### src/pvc_pkg.sv
// Package for the pump and valve controller.
// Holds operation codes, register indexes and the command word type.
// No dependencies.
package pvc_pkg;

	localparam int OP_W        = 2;
	localparam int IDX_W       = 8;
	localparam int VAL_W       = 8;
	localparam int CFG_INDEX_W = 4;
	localparam int CFG_DATA_W  = 8;
	localparam int TIMER_W     = 8;

	// Operation codes
	localparam logic [OP_W-1:0] OP_PUMP   = 2'd0;
	localparam logic [OP_W-1:0] OP_SENSE  = 2'd1;
	localparam logic [OP_W-1:0] OP_TICK   = 2'd2;
	localparam logic [OP_W-1:0] OP_STATUS = 2'd3;

	// Configuration register indexes
	localparam logic [CFG_INDEX_W-1:0] REG_AUTOCLOSE = 4'd0;
	localparam logic [CFG_INDEX_W-1:0] REG_THRESHOLD = 4'd1;

	// Register reset values
	localparam logic [CFG_DATA_W-1:0] AUTOCLOSE_RESET = 8'd5;
	localparam logic [CFG_DATA_W-1:0] THRESHOLD_RESET = 8'd150;

	// Pump command value that switches a pump on
	localparam logic [VAL_W-1:0] PUMP_ON_VALUE = 8'd1;

	// Command part of an item word
	typedef struct packed {
		logic [OP_W-1:0]  op;
		logic [IDX_W-1:0] idx;
		logic [VAL_W-1:0] val;
	} cmd_t;

	// Configuration register values
	typedef struct packed {
		logic [CFG_DATA_W-1:0] autoclose;
		logic [CFG_DATA_W-1:0] threshold;
	} cfg_t;

endpackage

### src/pvc_history.sv
// Sense history memory for the pump and valve controller: WINDOW entries of
// one bit per channel, a write pointer and a wrapped flag standing in for reset.
// Depends on no other file; all widths are passed in as parameters.
module pvc_history #(
	parameter int CHANNELS = 6,
	parameter int WINDOW   = 200
) (
	input  logic                clk,
	input  logic                arst_n,
	input  logic                rd_en,
	input  logic                wr_en,
	input  logic [CHANNELS-1:0] wr_data,
	output logic [CHANNELS-1:0] old_bits
);

	localparam int PW = (WINDOW > 1) ? $clog2(WINDOW) : 1;

	logic [CHANNELS-1:0] mem [WINDOW];
	logic [PW-1:0]       ptr_q;
	logic                wrapped_q;
	logic [PW-1:0]       addr_s1;
	logic                old_valid_s1;
	logic [CHANNELS-1:0] rdata_s1;

	// Advance the pointer on every sample read; set the wrapped flag on the first wrap
	always_ff @(posedge clk or negedge arst_n) begin
		if (!arst_n) begin
			ptr_q     <= '0;
			wrapped_q <= 1'b0;
		end else if (rd_en) begin
			if (ptr_q == PW'(WINDOW - 1)) begin
				ptr_q     <= '0;
				wrapped_q <= 1'b1;
			end else begin
				ptr_q <= ptr_q + 1'b1;
			end
		end
	end

	// Read the oldest entry; hold address and data for the write-back stage
	always_ff @(posedge clk) begin
		if (rd_en) begin
			rdata_s1     <= mem[ptr_q];
			addr_s1      <= ptr_q;
			old_valid_s1 <= wrapped_q;
		end
	end

	// Write the new sample over the entry just read
	always_ff @(posedge clk) begin
		if (wr_en) begin
			mem[addr_s1] <= wr_data;
		end
	end

	// An entry not yet written since reset reads as zero
	assign old_bits = old_valid_s1 ? rdata_s1 : '0;

endmodule

### src/pvc_channels.sv
// Per-channel state of the pump and valve controller: pump and valve bits,
// auto-close timers and window counts. Depends on pvc_pkg.
module pvc_channels #(
	parameter int CHANNELS = 6,
	parameter int WINDOW   = 200
) (
	input  logic                clk,
	input  logic                arst_n,
	input  logic                update,
	input  pvc_pkg::cmd_t       cmd,
	input  logic [CHANNELS-1:0] sense,
	input  logic [CHANNELS-1:0] old_bits,
	input  pvc_pkg::cfg_t       cfg,
	output logic [CHANNELS-1:0] pump_next,
	output logic [CHANNELS-1:0] valve_next,
	output logic [CHANNELS-1:0] detected_next
);

	localparam int CW   = $clog2(WINDOW + 1);
	localparam int CMPW = (CW > pvc_pkg::CFG_DATA_W) ? CW : pvc_pkg::CFG_DATA_W;

	logic [CHANNELS-1:0]          pump_q;
	logic [CHANNELS-1:0]          valve_q;
	logic [CHANNELS-1:0]          active_q;
	logic [pvc_pkg::TIMER_W-1:0]  timer_q      [CHANNELS];
	logic [CW-1:0]                count_q      [CHANNELS];
	logic [CHANNELS-1:0]          active_next;
	logic [pvc_pkg::TIMER_W-1:0]  timer_next   [CHANNELS];
	logic [CW-1:0]                count_next   [CHANNELS];
	logic [pvc_pkg::TIMER_W-1:0]  timer_inc    [CHANNELS];

	// Compute next state for each channel
	always_comb begin
		for (int ch = 0; ch < CHANNELS; ch++) begin
			pump_next[ch]   = pump_q[ch];
			valve_next[ch]  = valve_q[ch];
			active_next[ch] = active_q[ch];
			timer_next[ch]  = timer_q[ch];
			count_next[ch]  = count_q[ch];
			timer_inc[ch]   = timer_q[ch] + 1'b1;
			case (cmd.op)
				pvc_pkg::OP_PUMP: begin
					if (cmd.idx == pvc_pkg::IDX_W'(ch)) begin
						if (cmd.val == pvc_pkg::PUMP_ON_VALUE) begin
							pump_next[ch] = 1'b1;
						end else begin
							pump_next[ch]   = 1'b0;
							valve_next[ch]  = 1'b1;
							active_next[ch] = 1'b1;
							timer_next[ch]  = '0;
						end
					end
				end
				pvc_pkg::OP_SENSE: begin
					count_next[ch] = count_q[ch] + CW'(sense[ch]) - CW'(old_bits[ch]);
				end
				pvc_pkg::OP_TICK: begin
					if (active_q[ch]) begin
						if (timer_inc[ch] == cfg.autoclose) begin
							active_next[ch] = 1'b0;
							timer_next[ch]  = '0;
							valve_next[ch]  = 1'b0;
						end else begin
							timer_next[ch] = timer_inc[ch];
						end
					end
				end
				default: begin
				end
			endcase
			detected_next[ch] = CMPW'(count_next[ch]) > CMPW'(cfg.threshold);
		end
	end

	// Commit next state when the item leaves the stage
	always_ff @(posedge clk or negedge arst_n) begin
		if (!arst_n) begin
			pump_q   <= '0;
			valve_q  <= '0;
			active_q <= '0;
			for (int ch = 0; ch < CHANNELS; ch++) begin
				timer_q[ch] <= '0;
				count_q[ch] <= '0;
			end
		end else if (update) begin
			pump_q   <= pump_next;
			valve_q  <= valve_next;
			active_q <= active_next;
			for (int ch = 0; ch < CHANNELS; ch++) begin
				timer_q[ch] <= timer_next[ch];
				count_q[ch] <= count_next[ch];
			end
		end
	end

endmodule

### src/pump_valve_controller.sv
// Top level of the pump and valve controller: handshake, configuration
// registers, one working stage and the result register.
// Depends on pvc_pkg, pvc_history and pvc_channels.
//
//   channel   direction  handshake                    payload
//   item      in         item_valid / item_stall      operation, pump_index,
//                                                     pump_value, pump_sense
//   result    out        result_valid / result_stall  pump_drive, valve_drive,
//                                                     current_detected, is_report
//   config    in         cfg_write                    cfg_index, cfg_data
//
// One word is accepted per cycle while item_stall is low; results are registered.
// The history memory is read when a sample is accepted and written back at the
// same address when the sample leaves the working stage, so consecutive samples
// never touch one entry.
// After reset the block takes words at once; unwritten history reads as zero.
// A stalled result holds the working stage, and item_stall rises only then.
module pump_valve_controller #(
	parameter int CHANNELS = 6,
	parameter int WINDOW   = 200
) (
	input  logic                               clk,
	input  logic                               arst_n,
	input  logic                               item_valid,
	output logic                               item_stall,
	input  logic [pvc_pkg::OP_W-1:0]           operation,
	input  logic [pvc_pkg::IDX_W-1:0]          pump_index,
	input  logic [pvc_pkg::VAL_W-1:0]          pump_value,
	input  logic [CHANNELS-1:0]                pump_sense,
	output logic                               result_valid,
	input  logic                               result_stall,
	output logic [CHANNELS-1:0]                pump_drive,
	output logic [CHANNELS-1:0]                valve_drive,
	output logic [CHANNELS-1:0]                current_detected,
	output logic                               is_report,
	input  logic                               cfg_write,
	input  logic [pvc_pkg::CFG_INDEX_W-1:0]    cfg_index,
	input  logic [pvc_pkg::CFG_DATA_W-1:0]     cfg_data
);

	pvc_pkg::cfg_t       cfg_q;
	pvc_pkg::cmd_t       cmd_s1;
	logic [CHANNELS-1:0] sense_s1;
	logic                valid_s1;
	logic                out_valid_q;
	logic                advance;
	logic                accept;
	logic                adv_s1;
	logic [CHANNELS-1:0] old_bits;
	logic [CHANNELS-1:0] pump_next;
	logic [CHANNELS-1:0] valve_next;
	logic [CHANNELS-1:0] detected_next;

	// Stage moves on when the result register is free or being taken
	assign advance    = !out_valid_q || !result_stall;
	assign item_stall = valid_s1 && !advance;
	assign accept     = item_valid && !item_stall;
	assign adv_s1     = valid_s1 && advance;

	// Configuration registers
	always_ff @(posedge clk or negedge arst_n) begin
		if (!arst_n) begin
			cfg_q.autoclose <= pvc_pkg::AUTOCLOSE_RESET;
			cfg_q.threshold <= pvc_pkg::THRESHOLD_RESET;
		end else if (cfg_write) begin
			unique case (cfg_index)
				pvc_pkg::REG_AUTOCLOSE: cfg_q.autoclose <= cfg_data;
				pvc_pkg::REG_THRESHOLD: cfg_q.threshold <= cfg_data;
				default: begin
				end
			endcase
		end
	end

	// Working stage valid
	always_ff @(posedge clk or negedge arst_n) begin
		if (!arst_n) begin
			valid_s1 <= 1'b0;
		end else begin
			valid_s1 <= accept || (valid_s1 && !advance);
		end
	end

	// Load the item word
	always_ff @(posedge clk) begin
		if (accept) begin
			cmd_s1.op  <= operation;
			cmd_s1.idx <= pump_index;
			cmd_s1.val <= pump_value;
			sense_s1   <= pump_sense;
		end
	end

	pvc_history #(
		.CHANNELS (CHANNELS),
		.WINDOW   (WINDOW)
	) u_history (
		.clk      (clk),
		.arst_n   (arst_n),
		.rd_en    (accept && (operation == pvc_pkg::OP_SENSE)),
		.wr_en    (adv_s1 && (cmd_s1.op == pvc_pkg::OP_SENSE)),
		.wr_data  (sense_s1),
		.old_bits (old_bits)
	);

	pvc_channels #(
		.CHANNELS (CHANNELS),
		.WINDOW   (WINDOW)
	) u_channels (
		.clk           (clk),
		.arst_n        (arst_n),
		.update        (adv_s1),
		.cmd           (cmd_s1),
		.sense         (sense_s1),
		.old_bits      (old_bits),
		.cfg           (cfg_q),
		.pump_next     (pump_next),
		.valve_next    (valve_next),
		.detected_next (detected_next)
	);

	// Result register valid
	always_ff @(posedge clk or negedge arst_n) begin
		if (!arst_n) begin
			out_valid_q <= 1'b0;
		end else if (advance) begin
			out_valid_q <= valid_s1;
		end
	end

	// Capture the result word
	always_ff @(posedge clk) begin
		if (adv_s1) begin
			pump_drive       <= pump_next;
			valve_drive      <= valve_next;
			current_detected <= detected_next;
			is_report        <= (cmd_s1.op == pvc_pkg::OP_STATUS);
		end
	end

	assign result_valid = out_valid_q;

endmodule

### config.mk
export PLATFORM = sky130hd
export DESIGN_NAME = pump_valve_controller
export DESIGN_NICKNAME = d
export VERILOG_FILES = /design/src/pvc_pkg.sv /design/src/pvc_history.sv /design/src/pvc_channels.sv /design/src/pump_valve_controller.sv
export SDC_FILE = /design/constraint.sdc
export NUM_CORES = 2
export LEC_CHECK = 0
export BUFFER_PORTS_ARGS = -buffer_cell sky130_fd_sc_hd__buf_2
export CORE_ASPECT_RATIO = 0.8
export CORE_UTILIZATION = 50
export CTS_CLUSTER_SIZE = 40
export DETAILED_ROUTE_END_ITERATION = 16
export PLACE_DENSITY = 0.72
export SYNTH_ARGS = -nofsm -noshare
export SYNTH_HDL_FRONTEND = slang
export SYNTH_SLANG_ARGS = --single-unit
### constraint.sdc
create_clock -name clk -period 5.4 [get_ports clk]
set_input_delay 0 -clock clk [delete_from_list [all_inputs] [get_ports clk]]
set_output_delay 0 -clock clk [all_outputs]
set_load 0.02 [all_outputs]
==> out/qor.yml <==
outcome:
  outcome: "completed"
synth:
  yosysMostFrequentCell: "edfxtp_1"
  syn_nets: 3853
  synth-xor-area-share: 0.0133
  synth_top_area_frac: 0.631
  synth_compound_area_frac: 0.0596
  netlist_area_um2: 59800
  synth-seq-area-share: 0.691
  syn_area_per_cell_um2: 16.2
  synth-edff-count: 1258
  synthMuxAreaShare: 0.124
  async_flop_share: 0.101
  synth_top_family_by_area: "multiplexers"
  syn_inst: 3703
  ys.flop_type: "edfxtp_1"
  post_synth_fa_ha_maj_area_fraction: 0.0236
  synth_area_leader_cell: "edfxtp_1"
  ys_types: 87
  synth_warnings: 0
  synthSimpleGateAreaFrac: 0.0666
  synthTopCellsByArea: "edfxtp_1 63%, mux4_2 10%, dfrtp_1 5.6%"
  ys_ff_latch: 1399
  ys_top_cells_by_count: "1258 x edfxtp_1, 289 x nor2_1, 268 x mux4_2"
die:
  die_h_um: 311
  num_rows: 113
  ios: 62
  core_area_um2: 119000
  dieArea_um2: 121000
  initial_core_util: 0.504
  die_x_um: 389
timing:
  fmax_mhz: 226
  holdWs_ps: 45.7
  slew_headroom: 0.0334
  post-route-period-util: 0.820
  setup-violations-final: 0
  max_slew.worst_pin.slew_ps: 1450
  slew_viol_final: 0
  min_period_ps: 4430
  fin_worst_skew_ps: 31.2
  timing_hold_violations_final: 0
  tns_ps: 0
  rsz0062_at_grt: "no"
detailed_routing:
  wl_met1_mm: 60.4
  drc: 0
  vias_per_cell: 6.24
  first_pass_iters: 5
  dr.max_layer_used: "met5"
  first_iter_violations: 4493
  wl_per_cell_um: 27.1
  dr_wl_met2_mm: 65.8
  dr_wl_met3_mm: 18.0
  vias: 34300
  ant_nets: 0
  wirelength_mm: 149
power_and_ir_drop:
  power_leakage_nw: 22.3
  powerDensity_nw_per_um2: 469
  ir_drop_mv: 0.548
clock_network:
  cts.sinks: 1399
  cts_inserted_buffers: 134
  insertion_delay_ps: 780
  cts_buffer_depth: 3
  cts_tree: "done"
  post-cts-setup-buffer-count: 0
  cts-root-buf: "clkbuf_16"
  path_clk_slew_ps: 70
  h-tree-depth: 4
worst_setup_path:
  slowest_delay_ps: 1220
  worstSetupEndpointType: "register"
  worstPathCellList: "nor2_2, a22oi_1, a31oi_1, o2111ai_1, or4_1, nor3_1, o32ai_1"
  critPathMaxFanout: 47
  reg2reg_depth: 7
  criticalPathCategory: "reg2reg"
  rr_endpoint: "u_history.rdata_s1[0]"
  cp.arrival_ps: 4910
  start_kind: "register"
  required_ps: 5880
  r2r_setup_slack_ps: 970
  slowest_stage: "nor2_2"
  timing.rr.start: "u_history.ptr_q[1]"
cells_and_area:
  nets: 3989
  drive_gt1_frac: 0.165
  final_area_um2: 66700
  syn2layout_area_growth_pct: 11.4
global_route:
  antenna_found_initial: 3
  grt_pass1_vias: 33400
  grt_first_pass_wirelength_mm: 220
  grt-ovfl-total: 0
  grt_max_degree: 201
  grt_usage: 0.247
place:
  dp_hpwl_mm: 89.1
  gp_congestion: 0.886
  placed_cell_area_um2: 61800
  portBuffers: 61
worst_hold_path:
  min_delay_worst_endpoint: "sense_s1[3]"
  min_path_type: "in2reg"
  min_path_cells: 2
  min_from: "pump_sense[3]"
run:
  maxCapViolations: 0
layout by cell type, fill, tap and decap left out, types with 75 or more instances in the layout:
| master | synthesis | final |
|---|---|---|
| nand2_1 | 266 | 264 |
| o21ai_0 | 140 | 140 |
| clkbuf_16 | 0 | 137 |
| nor2_1 | 289 | 286 |
| dfrtp_1 | 135 | 131 |
| nand3_1 | 75 | 75 |
| inv_1 | 87 | 87 |
| mux4_2 | 268 | 268 |
| a21oi_1 | 111 | 111 |
| mux2i_1 | 100 | 100 |
| ha_1 | 103 | 103 |
| edfxtp_1 | 1258 | 1258 |
worst max-delay path by stage:
stage / from / end / cells past startpoint
after global routing: u_history.ptr_q[1] / u_history.rdata_s1[0] / 7
after global placement: u_history.ptr_q[1] / u_history.rdata_s1[0] / 7
after CTS: u_history.ptr_q[1] / u_history.rdata_s1[0] / 7
after detailed placement: u_history.ptr_q[1] / u_history.rdata_s1[0] / 7
after floorplan: sense_s1[3] / current_detected[3] / 11
final: u_history.ptr_q[1] / u_history.rdata_s1[0] / 7
where the power goes:
| group | total, W | internal, W | switching, W |
|---|---|---|---|
| Combinational | 0.00941 | 0.00410 | 0.00532 |
| Clock | 0.00912 | 0.00499 | 0.00413 |
| Sequential | 0.0127 | 0.0122 | 0.000562 |
metal layers:
metal / up-vias / track usage
li1: 14800 / -
met1: 17200 / 0.359
met2: 2034 / 0.357
met3: 280 / 0.0728
met4: 6 / 0.0846
met5: - / 0.00514
logic make-up after synthesis:
| kind of cell | count (synthesis) |
|---|---|
| buffers and inverters | 283 |
| xor gates and xnor gates | 91 |
| DFF | 1399 |
| AOI/OAI and AO/OA | 553 |
| adders and majority gates | 109 |
| and+or+nand+nor | 867 |
| muxes | 401 |
worst max-delay path, delay by kind of cell, from the launching register on:
| family | cells | cell delay, ps |
|---|---|---|
| compound gates | 4 | 1080 |
| flops | 1 | 790 |
| simple gates | 3 | 2230 |
sequential cells by signal, indices dropped and copies added, names as in the netlist, 6 cells and up:
name and count:
u_history.rdata_s1 6, u_channels.timer_q 48, valve_drive 6, cfg_q 16, u_channels.valve_q 6, sense_s1 6
u_channels.active_q 6, u_channels.count_q 48, current_detected 6, pump_drive 6, u_history.ptr_q 8, u_channels.pump_q 6
cmd_s1 18, u_history.addr_s1 8, u_history.mem 1200
per-stage QoR:
| step | power, W | util | std cells | setup WS [ps] |
|---|---|---|---|---|
| 4_1_cts | 0.0313 | 0.562 | 5498 | 1110 |
| 3_5_place_dp | 0.0222 | 0.521 | 5187 | 1120 |
| 5_1_grt | 0.0325 | 0.562 | 5498 | 945 |
| 2_1_floorplan | 0.0197 | - | 3703 | 296 |
| 3_3_place_gp | 0.0220 | 0.521 | 5187 | 1120 |
| 6_report | 0.0312 | 0.562 | 5499 | 973 |
final cells by class:
cell class	count	area [um^2]
clock buffer	178	3590
timing repair buffer	194	1670
multi-input combinational	2021	17200
sequential	1399	41300
tap	1552	1940
antenna	1	2.50
inverter	89	334
clock inverter	65	587
fill	8873	52000
what timing repair did:
action	CTS	global route
endpoints found under the setup margin	0	0
endpoints found under the hold margin	129	0
hold buffers	68	0
gates resized for setup	0	0
Power figures use the tool's default switching activity.
